[src/hdl/ult_pkg.sv]
// package for the unordered list table: constants, opcodes and memory request type
`default_nettype none
package ult_pkg;

  localparam int CAPACITY_DEF = 16;
  localparam int ADDR_MAX_W   = 8;
  localparam int DATA_W       = 32;

  localparam logic [1:0] OP_INSERT       = 2'd0;
  localparam logic [1:0] OP_REMOVE_FIRST = 2'd1;
  localparam logic [1:0] OP_REMOVE_ALL   = 2'd2;

  typedef struct packed {
    logic                  we;
    logic [ADDR_MAX_W-1:0] waddr;
    logic [DATA_W-1:0]     wdata;
    logic                  re;
    logic [ADDR_MAX_W-1:0] raddr;
  } mem_req_t;

endpackage
`default_nettype wire

[src/hdl/unordered_list_table.sv]
// top level of the unordered list table
//
//  channel   | handshake                  | fields
//  ----------+----------------------------+-----------------------------------
//  request   | start, busy (taken when    | opcode, value
//            | start && !busy)            |
//  result    | done (one-cycle strobe)    | ok, fill_count, is_empty, is_full
//
// insert, refused request: result strobe in the cycle after the request is taken
// removal: one read per cycle through the single ram read port, then a drain
//   of the last read, busy throughout, then the result strobe
// reset (rst, synchronous) empties the list; entries need no clearing
// the result receiver cannot stall; a new request may be taken while done shows
`default_nettype none
module unordered_list_table #(
  parameter int CAPACITY = ult_pkg::CAPACITY_DEF,
  localparam int CNT_W = $clog2(CAPACITY + 1)
) (
  input  wire logic                        clk,
  input  wire logic                        rst,
  input  wire logic                        start,
  output logic                             busy,
  input  wire logic [1:0]                  opcode,
  input  wire logic signed [31:0]          value,
  output logic                             done,
  output logic                             ok,
  output logic [CNT_W-1:0]                 fill_count,
  output logic                             is_empty,
  output logic                             is_full
);

  // request from the sequencer to the entry ram
  ult_pkg::mem_req_t          mem_req;
  logic [ult_pkg::DATA_W-1:0] rd_data;
  logic [CNT_W-1:0]           count;

  // sequencer owns count, pointers and the shared comparator
  ult_ctrl #(
    .CAPACITY (CAPACITY)
  ) u_ctrl (
    .clk     (clk),
    .rst     (rst),
    .start   (start),
    .opcode  (opcode),
    .value   (value),
    .busy    (busy),
    .done    (done),
    .ok      (ok),
    .count   (count),
    .mem_req (mem_req),
    .rd_data (rd_data)
  );

  // entry ram, read data registered
  ult_store #(
    .CAPACITY (CAPACITY)
  ) u_store (
    .clk     (clk),
    .mem_req (mem_req),
    .rd_data (rd_data)
  );

  // count is already the post-operation value while done is high
  assign fill_count = count;
  assign is_empty   = (count == '0);
  assign is_full    = (count == CNT_W'(CAPACITY));

endmodule
`default_nettype wire

[src/hdl/ult_store.sv]
// entry storage: one write port, one registered read port
`default_nettype none
module ult_store #(
  parameter int CAPACITY = ult_pkg::CAPACITY_DEF
) (
  input  wire logic                       clk,
  input  wire ult_pkg::mem_req_t          mem_req,
  output logic [ult_pkg::DATA_W-1:0]      rd_data
);

  localparam int ADDR_W = (CAPACITY > 1) ? $clog2(CAPACITY) : 1;

  logic [ult_pkg::DATA_W-1:0] mem [CAPACITY];

  always_ff @(posedge clk) begin
    if (mem_req.we) begin
      mem[mem_req.waddr[ADDR_W-1:0]] <= mem_req.wdata;
    end
  end

  always_ff @(posedge clk) begin
    if (mem_req.re) begin
      rd_data <= mem[mem_req.raddr[ADDR_W-1:0]];
    end
  end

endmodule
`default_nettype wire

[src/hdl/ult_ctrl.sv]
// sequencer: append, and search-and-compact pass with one shared compare unit
`default_nettype none
module ult_ctrl #(
  parameter int CAPACITY = ult_pkg::CAPACITY_DEF,
  localparam int CNT_W = $clog2(CAPACITY + 1)
) (
  input  wire logic                        clk,
  input  wire logic                        rst,
  input  wire logic                        start,
  input  wire logic [1:0]                  opcode,
  input  wire logic [ult_pkg::DATA_W-1:0]  value,
  output logic                             busy,
  output logic                             done,
  output logic                             ok,
  output logic [CNT_W-1:0]                 count,
  output ult_pkg::mem_req_t                mem_req,
  input  wire logic [ult_pkg::DATA_W-1:0]  rd_data
);

  localparam int AW_MAX = ult_pkg::ADDR_MAX_W;

  typedef enum logic [1:0] {
    S_IDLE = 2'b01,
    S_SCAN = 2'b10
  } state_t;

  state_t                     state;
  logic [1:0]                 op_r;
  logic [ult_pkg::DATA_W-1:0] value_r;
  logic [CNT_W-1:0]           rd;
  logic [CNT_W-1:0]           wr;
  logic                       found;
  logic                       rvalid;

  logic is_idle;
  logic full_now;
  logic rd_more;
  logic match;
  logic drop;
  logic ins_write;

  assign is_idle   = (state == S_IDLE);
  assign full_now  = (count == CNT_W'(CAPACITY));
  assign rd_more   = (rd != count);
  // the shared compare unit
  assign match     = (rd_data == value_r);
  assign drop      = rvalid && match && ((op_r == ult_pkg::OP_REMOVE_ALL) || !found);
  assign ins_write = is_idle && start && (opcode == ult_pkg::OP_INSERT) && !full_now;

  assign busy = !is_idle;

  always_comb begin
    mem_req.we    = ins_write || ((state == S_SCAN) && rvalid && !drop);
    mem_req.waddr = is_idle ? AW_MAX'(count) : AW_MAX'(wr);
    mem_req.wdata = is_idle ? value : rd_data;
    mem_req.re    = (state == S_SCAN) && rd_more;
    mem_req.raddr = AW_MAX'(rd);
  end

  always_ff @(posedge clk) begin
    if (rst) begin
      state  <= S_IDLE;
      count  <= '0;
      done   <= 1'b0;
      rvalid <= 1'b0;
      found  <= 1'b0;
    end else begin
      done <= 1'b0;
      unique case (state)
        S_IDLE: begin
          if (start) begin
            op_r    <= opcode;
            value_r <= value;
            priority if (opcode == ult_pkg::OP_INSERT) begin
              done <= 1'b1;
              ok   <= !full_now;
              if (!full_now) begin
                count <= count + CNT_W'(1);
              end
            end else if (((opcode == ult_pkg::OP_REMOVE_FIRST) ||
                          (opcode == ult_pkg::OP_REMOVE_ALL)) && (count != '0)) begin
              state  <= S_SCAN;
              rd     <= '0;
              wr     <= '0;
              found  <= 1'b0;
              rvalid <= 1'b0;
            end else begin
              done <= 1'b1;
              ok   <= 1'b0;
            end
          end
        end
        S_SCAN: begin
          rvalid <= rd_more;
          if (rd_more) begin
            rd <= rd + CNT_W'(1);
          end
          if (rvalid) begin
            if (drop) begin
              found <= 1'b1;
            end else begin
              wr <= wr + CNT_W'(1);
            end
          end
          if (!rd_more && !rvalid) begin
            count <= wr;
            ok    <= 1'b1;
            done  <= 1'b1;
            state <= S_IDLE;
          end
        end
        default: begin
          state <= S_IDLE;
        end
      endcase
    end
  end

endmodule
`default_nettype wire

[config.mk]
export PLATFORM = sky130hd
export DESIGN_NAME = unordered_list_table
export DESIGN_NICKNAME = d
export VERILOG_FILES = /design/src/hdl/ult_pkg.sv /design/src/hdl/unordered_list_table.sv /design/src/hdl/ult_store.sv /design/src/hdl/ult_ctrl.sv
export SDC_FILE = /design/constraint.sdc
export NUM_CORES = 1
export LEC_CHECK = 0
export BUFFER_PORTS_ARGS = -buffer_cell sky130_fd_sc_hd__buf_2
export CAP_MARGIN = 15
export CORE_UTILIZATION = 55
export CTS_BUF_LIST = sky130_fd_sc_hd__clkbuf_16
export DETAILED_ROUTE_END_ITERATION = 12
export GPL_TIMING_DRIVEN = 0
export MAX_ROUTING_LAYER = met4
export PLACE_DENSITY = 0.71
export SLEW_MARGIN = 20
export SYNTH_ARGS = -nofsm -noshare
export SYNTH_HDL_FRONTEND = slang
export SYNTH_SLANG_ARGS = --single-unit
[constraint.sdc]
create_clock -name clk -period 4.56 [get_ports clk]
set_input_delay 0.912 -clock clk [delete_from_list [all_inputs] [get_ports clk]]
set_output_delay 0.912 -clock clk [all_outputs]
set_load 0.005 [all_outputs]
### Yosys cells after proc, flatten, opt, wreduce, memory -nomap -nowiden

Memory sizes are Yosys's and may differ from the RTL's. A register that Yosys moved wholly into a read port is not among the register bits.
Index checks and enable logic that the tools add are counted.

* $add $sub $neg: 3
* eq/ne operators: 19
* multiplexer cells: 39
* bitwise logic cells: 1
* reductions and logical operators: 31

Operators by type and width (count)
* 5-bit two-way mux: 10
* 32-bit == test: 1
* 32-bit two-way mux: 1
* 5-bit one-hot mux with 2 select lines: 3
* 5-bit by 1-bit adder with 5-bit output (second input constant): 3
* 1-bit two-way mux: 15
* 2-bit != test (second input constant): 7
* 6-bit AND reduction: 2
* 1-bit logical AND: 10
* 5-bit AND reduction: 2
* 2-bit two-way mux: 4
* 1-bit one-hot mux with 2 select lines: 4
* 4-bit AND reduction: 2
* 7-bit AND reduction: 1
* 2-bit == test (second input constant): 3
* 1-bit zero test: 6
* 2-bit by 1-bit != test with 1-bit output (second input constant): 3
* 5-bit == test (second input constant): 1
* 5-bit zero test: 1
* 5-bit != test: 1
* 5-bit nonzero test: 1
* 2-bit by 1-bit == test with 1-bit output (second input constant): 2
* 4-bit two-way mux: 1
* 2-bit one-hot mux with 2 select lines: 1
* other kinds (6): 8

* bits in registers: 55
* bits in writable memories: 512
* input bits: 37
* output and inout port bits: 10
* word-level logic and storage cells: 104
* memories kept: 1

Memories
* u_store.mem: words 16, width 32, read ports 1, clocked after memory_dff 1, write ports 1, RTL line ult_store.sv:13 `logic [ult_pkg::DATA_W-1:0] mem [CAPACITY];`

### Longest topological paths before layout

* depth after elaboration: 8
* gate-level depth with buffers: 8
* gate-level depth less buffers: 7

### Modules after synthesis

Synthesis repeated with hierarchy kept, for this count alone.

* cell total of the unflattened synthesis: 1141
* area total of the unflattened synthesis: 23527.6 um^2

By module, submodules not included
* ult_store: instances 1, cells an instance 838, area each 20155.6 um^2, seq. area each 16335.7 um^2
* ult_ctrl: instances 1, cells an instance 299, area each 3349.5 um^2, seq. area each 1551.5 um^2
* unordered_list_table: instances 1, cells an instance 4, area each 22.5 um^2, seq. area each 0.0 um^2

### Least setup slack after synthesis

Ideal clock, no wire load.

* path kind: input -> register
* start point: in opcode[0]
* end point: mem u_store.mem[4][0] (netlist bit), enable pin
* setup time: 0.432 ns
* data arrival time: 3.362 ns
* data required time: 4.128 ns
* path slack: 0.766 ns
* stages: 7
* path buffers: 1
* cell sequence: inv_1 ha_1 inv_1 nor3_1 a21oi_2 buf_2 a21oi_1

* cells in the longest elaborated chain, start to end: 6

RTL lines
* start, declared: RTL line unordered_list_table.sv:23 `input wire logic [1:0] opcode,`
* 2-bit zero test: RTL line ult_ctrl.sv:48 `assign ins_write = is_idle && start && (opcode == ult_pkg::OP_INSERT) && !full_now;`
* 1-bit logical AND (2 in a row): RTL line ult_ctrl.sv:48
* 1-bit logical OR: RTL line ult_ctrl.sv:53 `mem_req.we = ins_write || ((state == S_SCAN) && rvalid && !drop);`
* 1-bit two-way mux: RTL line ult_store.sv:16 `if (mem_req.we) begin`
* 1-bit two-way mux (implied by the code): RTL line ult_store.sv:17 `mem[mem_req.waddr[ADDR_W-1:0]] <= mem_req.wdata;`
* end, declared: RTL line ult_store.sv:13

Every way passes these cells.

### Worst setup path after layout

* start point: reg u_ctrl.op_r[0]
* end point: mem u_store.mem[8][20] (netlist bit), enable pin

* cells in the longest elaborated chain, start to end: 8

RTL lines
* start, declared: RTL line ult_ctrl.sv:28 `logic [1:0] op_r;`
* start signal, assigned: RTL line ult_ctrl.sv:72 `op_r <= opcode;`
* 2-bit == test: RTL line ult_ctrl.sv:47 `assign drop = rvalid && match && ((op_r == ult_pkg::OP_REMOVE_ALL) || !found);`
* 1-bit logical OR: RTL line ult_ctrl.sv:47
* 1-bit logical AND: RTL line ult_ctrl.sv:47
* 1-bit zero test: RTL line ult_ctrl.sv:53
* 1-bit logical AND: RTL line ult_ctrl.sv:53
* 1-bit logical OR: RTL line ult_ctrl.sv:53
* 1-bit two-way mux: RTL line ult_store.sv:16
* 1-bit two-way mux (implied by the code): RTL line ult_store.sv:17

Every way passes these cells.

==> impl_metrics.toml <==
[global_route]
grt_usage_pct = 27.4
grt_overflow = 0
grt_max_degree = 22
antenna_found_initial = 0
grt_pass1_vias = 11603
grt_pass1_wl_um = 80900

[worst_setup_path]
crit_buf_inv = 4
critical_path_class = "flip-flop to flip-flop"
crit_path_end_kind = "flip-flop"
cpMaxStageDelayCell = "a2111oi_1"
required_ps = 4940
path_cells = "nand2b_1 > a2111oi_1 > nand4_1 > a21oi_2 > buf_2 > a21oi_4 > buf_16 > buf_16 > buf_8"
crit_path_start_kind = "flip-flop"
crit_arrival_ps = 4650
critPathMostFrequentCell = "buf_16"
crit_fanout = 10
critPathTopFamily = "compound AO/OA/AOI/OAI gates"
slowest_delay_ps = 860

[synth]
synth_edf_count = 589
ys.flop_type = "edfxtp_1"
yosysTopAreaCell = "edfxtp_1"
synthCells = 1048
netlist_top_cells_area = "edfxtp_1, mux4_2, mux2_2"
synth_top_area_share_pct = 75.3
syn_nets = 1092
synth_cell_type_count = 46
synth_seq_cells = 599
ys_async_sr_fraction_pct = 0
synth_area_um2 = 23500
seq_area_frac_synth_pct = 76.2
yosysWarnings = 0
syn_area_per_cell_um2 = 22.4

[timing]
fmax_ghz = 0.234
post-route-period-util_pct = 93.6
grt_setup_unrepaired = "no"
tns_ps = 0
slew_headroom_pct = 29.9
finalSetupViolCount = 0
hold_violations = 0
timing.final.crit_period_ps = 4270
maxSlewViolCount = 0
hold_slack_ps = 480
tightest_slew_ps = 1050
finClkSkew_ps = 20.6

[drt]
wirelength_um = 55900
via_count = 11689
dr.pass1.iters = 5
route.detailed.drc = 0
vias_per_cell = 6.59
wl_per_cell_um = 31.5
drt_iter0_markers = 1470
ant_nets = 0

[finish]
syn_to_final_growth_pct = 16.6
final_cells = 1774
fin_area_um2 = 27400
antennaDiodeCount = 0
fin_nets = 1236
drive_gt1_share_pct = 32.3
final_core_util_pct = 65.1

[cts]
post_cts_buffers = 0
cts_tree = "built"
clkLatencyLatePin_ps = 630
clock_path_buffers = 3
cts-root-buf = "clkbuf_16"
cts.sinks = 599
clk_pin_slew_worst_paths_ps = 60
numCtsBuffers = 57
htreeDepth = 2

[power]
p_leak_nw = 8.69
p_per_area_nw_per_um2 = 450
ir_worst_vdd_v = 0.000313

[placed_design]
gp_congestion = 0.888
post-dp-hpwl_um = 35400
place_inst = 1672
portBuffers = 46
place_area_um2 = 25600

[floorplan]
initial_core_util_pct = 55.9
pin_count = 47
die_area_um2 = 43500
core_area_um2 = 42000
die_w_um = 209
dieHeight_um = 209
rows = 75

[job]
maxCapViolCount = 0

[status]
status = "complete, no violations"

[hold_path]
min_path_type = "primary input to flip-flop"
final cells by class:
class                   instances  area, um^2
fillers                      2677       14700
inverters                       9        33.8
multi-input cells             389        5480
flip-flops and latches        599       17900
repair buffers                 85        1230
plain buffers                  51         282
clock buffers                  57        1430
clock inverters                45         352
well taps                     539         674
registers in the layout, indices dropped and copies added (netlist names):
name,count
u_ctrl.count,5
u_store.mem,512
u_ctrl.rd,5
u_ctrl.wr,5
u_ctrl.ok,1
u_store.rd_data,32
u_ctrl.op_r,2
u_ctrl.found,1
u_ctrl.value_r,32
u_ctrl.done,1
u_ctrl.state,2
u_ctrl.rvalid,1
cells by family (layout without fill, tap and decap cells):
group	count (synthesis)	count (layout)	share of synthesized area, %
adders and majority gates	7	7	0.373
buffers and inverters	60	247	1.33
muxes	194	194	17.0
AOI/OAI and AO/OA	53	53	1.50
xor gates and xnor gates	43	43	1.60
DFF	599	599	76.2
and+or+nand+nor	92	92	2.06
power breakdown:
part | leakage [nW] | internal, mW | total (mW) | switching [mW]
Sequential | 5.39 | 6.40 | 6.44 | 0.0364
Combinational | 2.38 | 0.507 | 1.32 | 0.813
Clock | 0.919 | 2.55 | 4.55 | 2.00
Total | 8.69 | 9.46 | 12.3 | 2.85
through the flow:
stage / power [mW] / worst slack [ps]
floorplan: 7.39 / 766
global placement: 7.77 / -1850
detailed placement: 7.87 / -12.8
CTS: 12.4 / 174
global route: 12.6 / 84.4
finish: 12.3 / 292
synthesized netlist by cell type (2+ instances only):
master,count
mux2i_1,2
nor2b_1,3
nand3_1,8
nand2_1,31
a211oi_1,4
and2_1,11
mux2_2,32
nand3b_1,3
nand4_1,4
o21ai_1,2
clkbuf_1,23
xor2_1,33
a21oi_1,22
buf_2,10
or3_1,2
nor4_1,10
xnor2_1,10
o21ai_0,5
nor2_1,10
o21bai_1,2
edfxtp_1,589
nor4b_2,2
o221a_1,2
buf_1,8
dfxtp_1,10
ha_1,7
nor3_1,5
inv_1,8
a2bb2oi_1,3
o311ai_1,2
mux4_2,160
buf_6,10
nand2b_1,2
worst register-to-register path: stages (launching register included):
cell	delay [ps]
edfxtp_1	340
nand2b_1	290
a2111oi_1	860
nand4_1	390
a21oi_2	740
buf_2	600
a21oi_4	240
buf_16	230
buf_16	170
buf_8	160
placed cells by master (no fill, tap or decap), types with 10 or more instances in the layout:
cell | netlist | final
edfxtp_1 | 589 | 589
mux4_2 | 160 | 160
buf_2 | 10 | 57
clkbuf_16 | 0 | 57
xor2_1 | 33 | 33
buf_16 | 0 | 33
mux2_2 | 32 | 32
nand2_1 | 31 | 31
clkbuf_1 | 23 | 22
inv_1 | 8 | 22
a21oi_4 | 0 | 16
clkinv_1 | 1 | 14
and2_1 | 11 | 11
xnor2_1 | 10 | 10
buf_6 | 10 | 10
nor4_1 | 10 | 10
dfxtp_1 | 10 | 10
final timing paths:
path | from | to | slack (ps) | cells past startpoint
setup / recovery | u_ctrl.op_r[0] | u_store.mem[8][20] | 290 | 9
hold / removal | value[19] | u_ctrl.value_r[19] | 480 | 1
setup reg to reg | u_ctrl.op_r[0] | u_store.mem[8][20] | 290 | 9
hold reg to reg | u_ctrl.state[1] | u_ctrl.state[1] | 570 | 2
routing by layer:
layer,track usage (%),routed length [um]
met1,37.6,21900
met2,42.4,27100
met3,4.36,4930
met4,9.56,1910
met5,-,0
what timing repair did:
action	4_1_cts	5_1_grt
gates resized for setup	1	0
hold buffers	0	0
endpoints found under the setup margin	16	0
(Power assumes the default switching activity.)
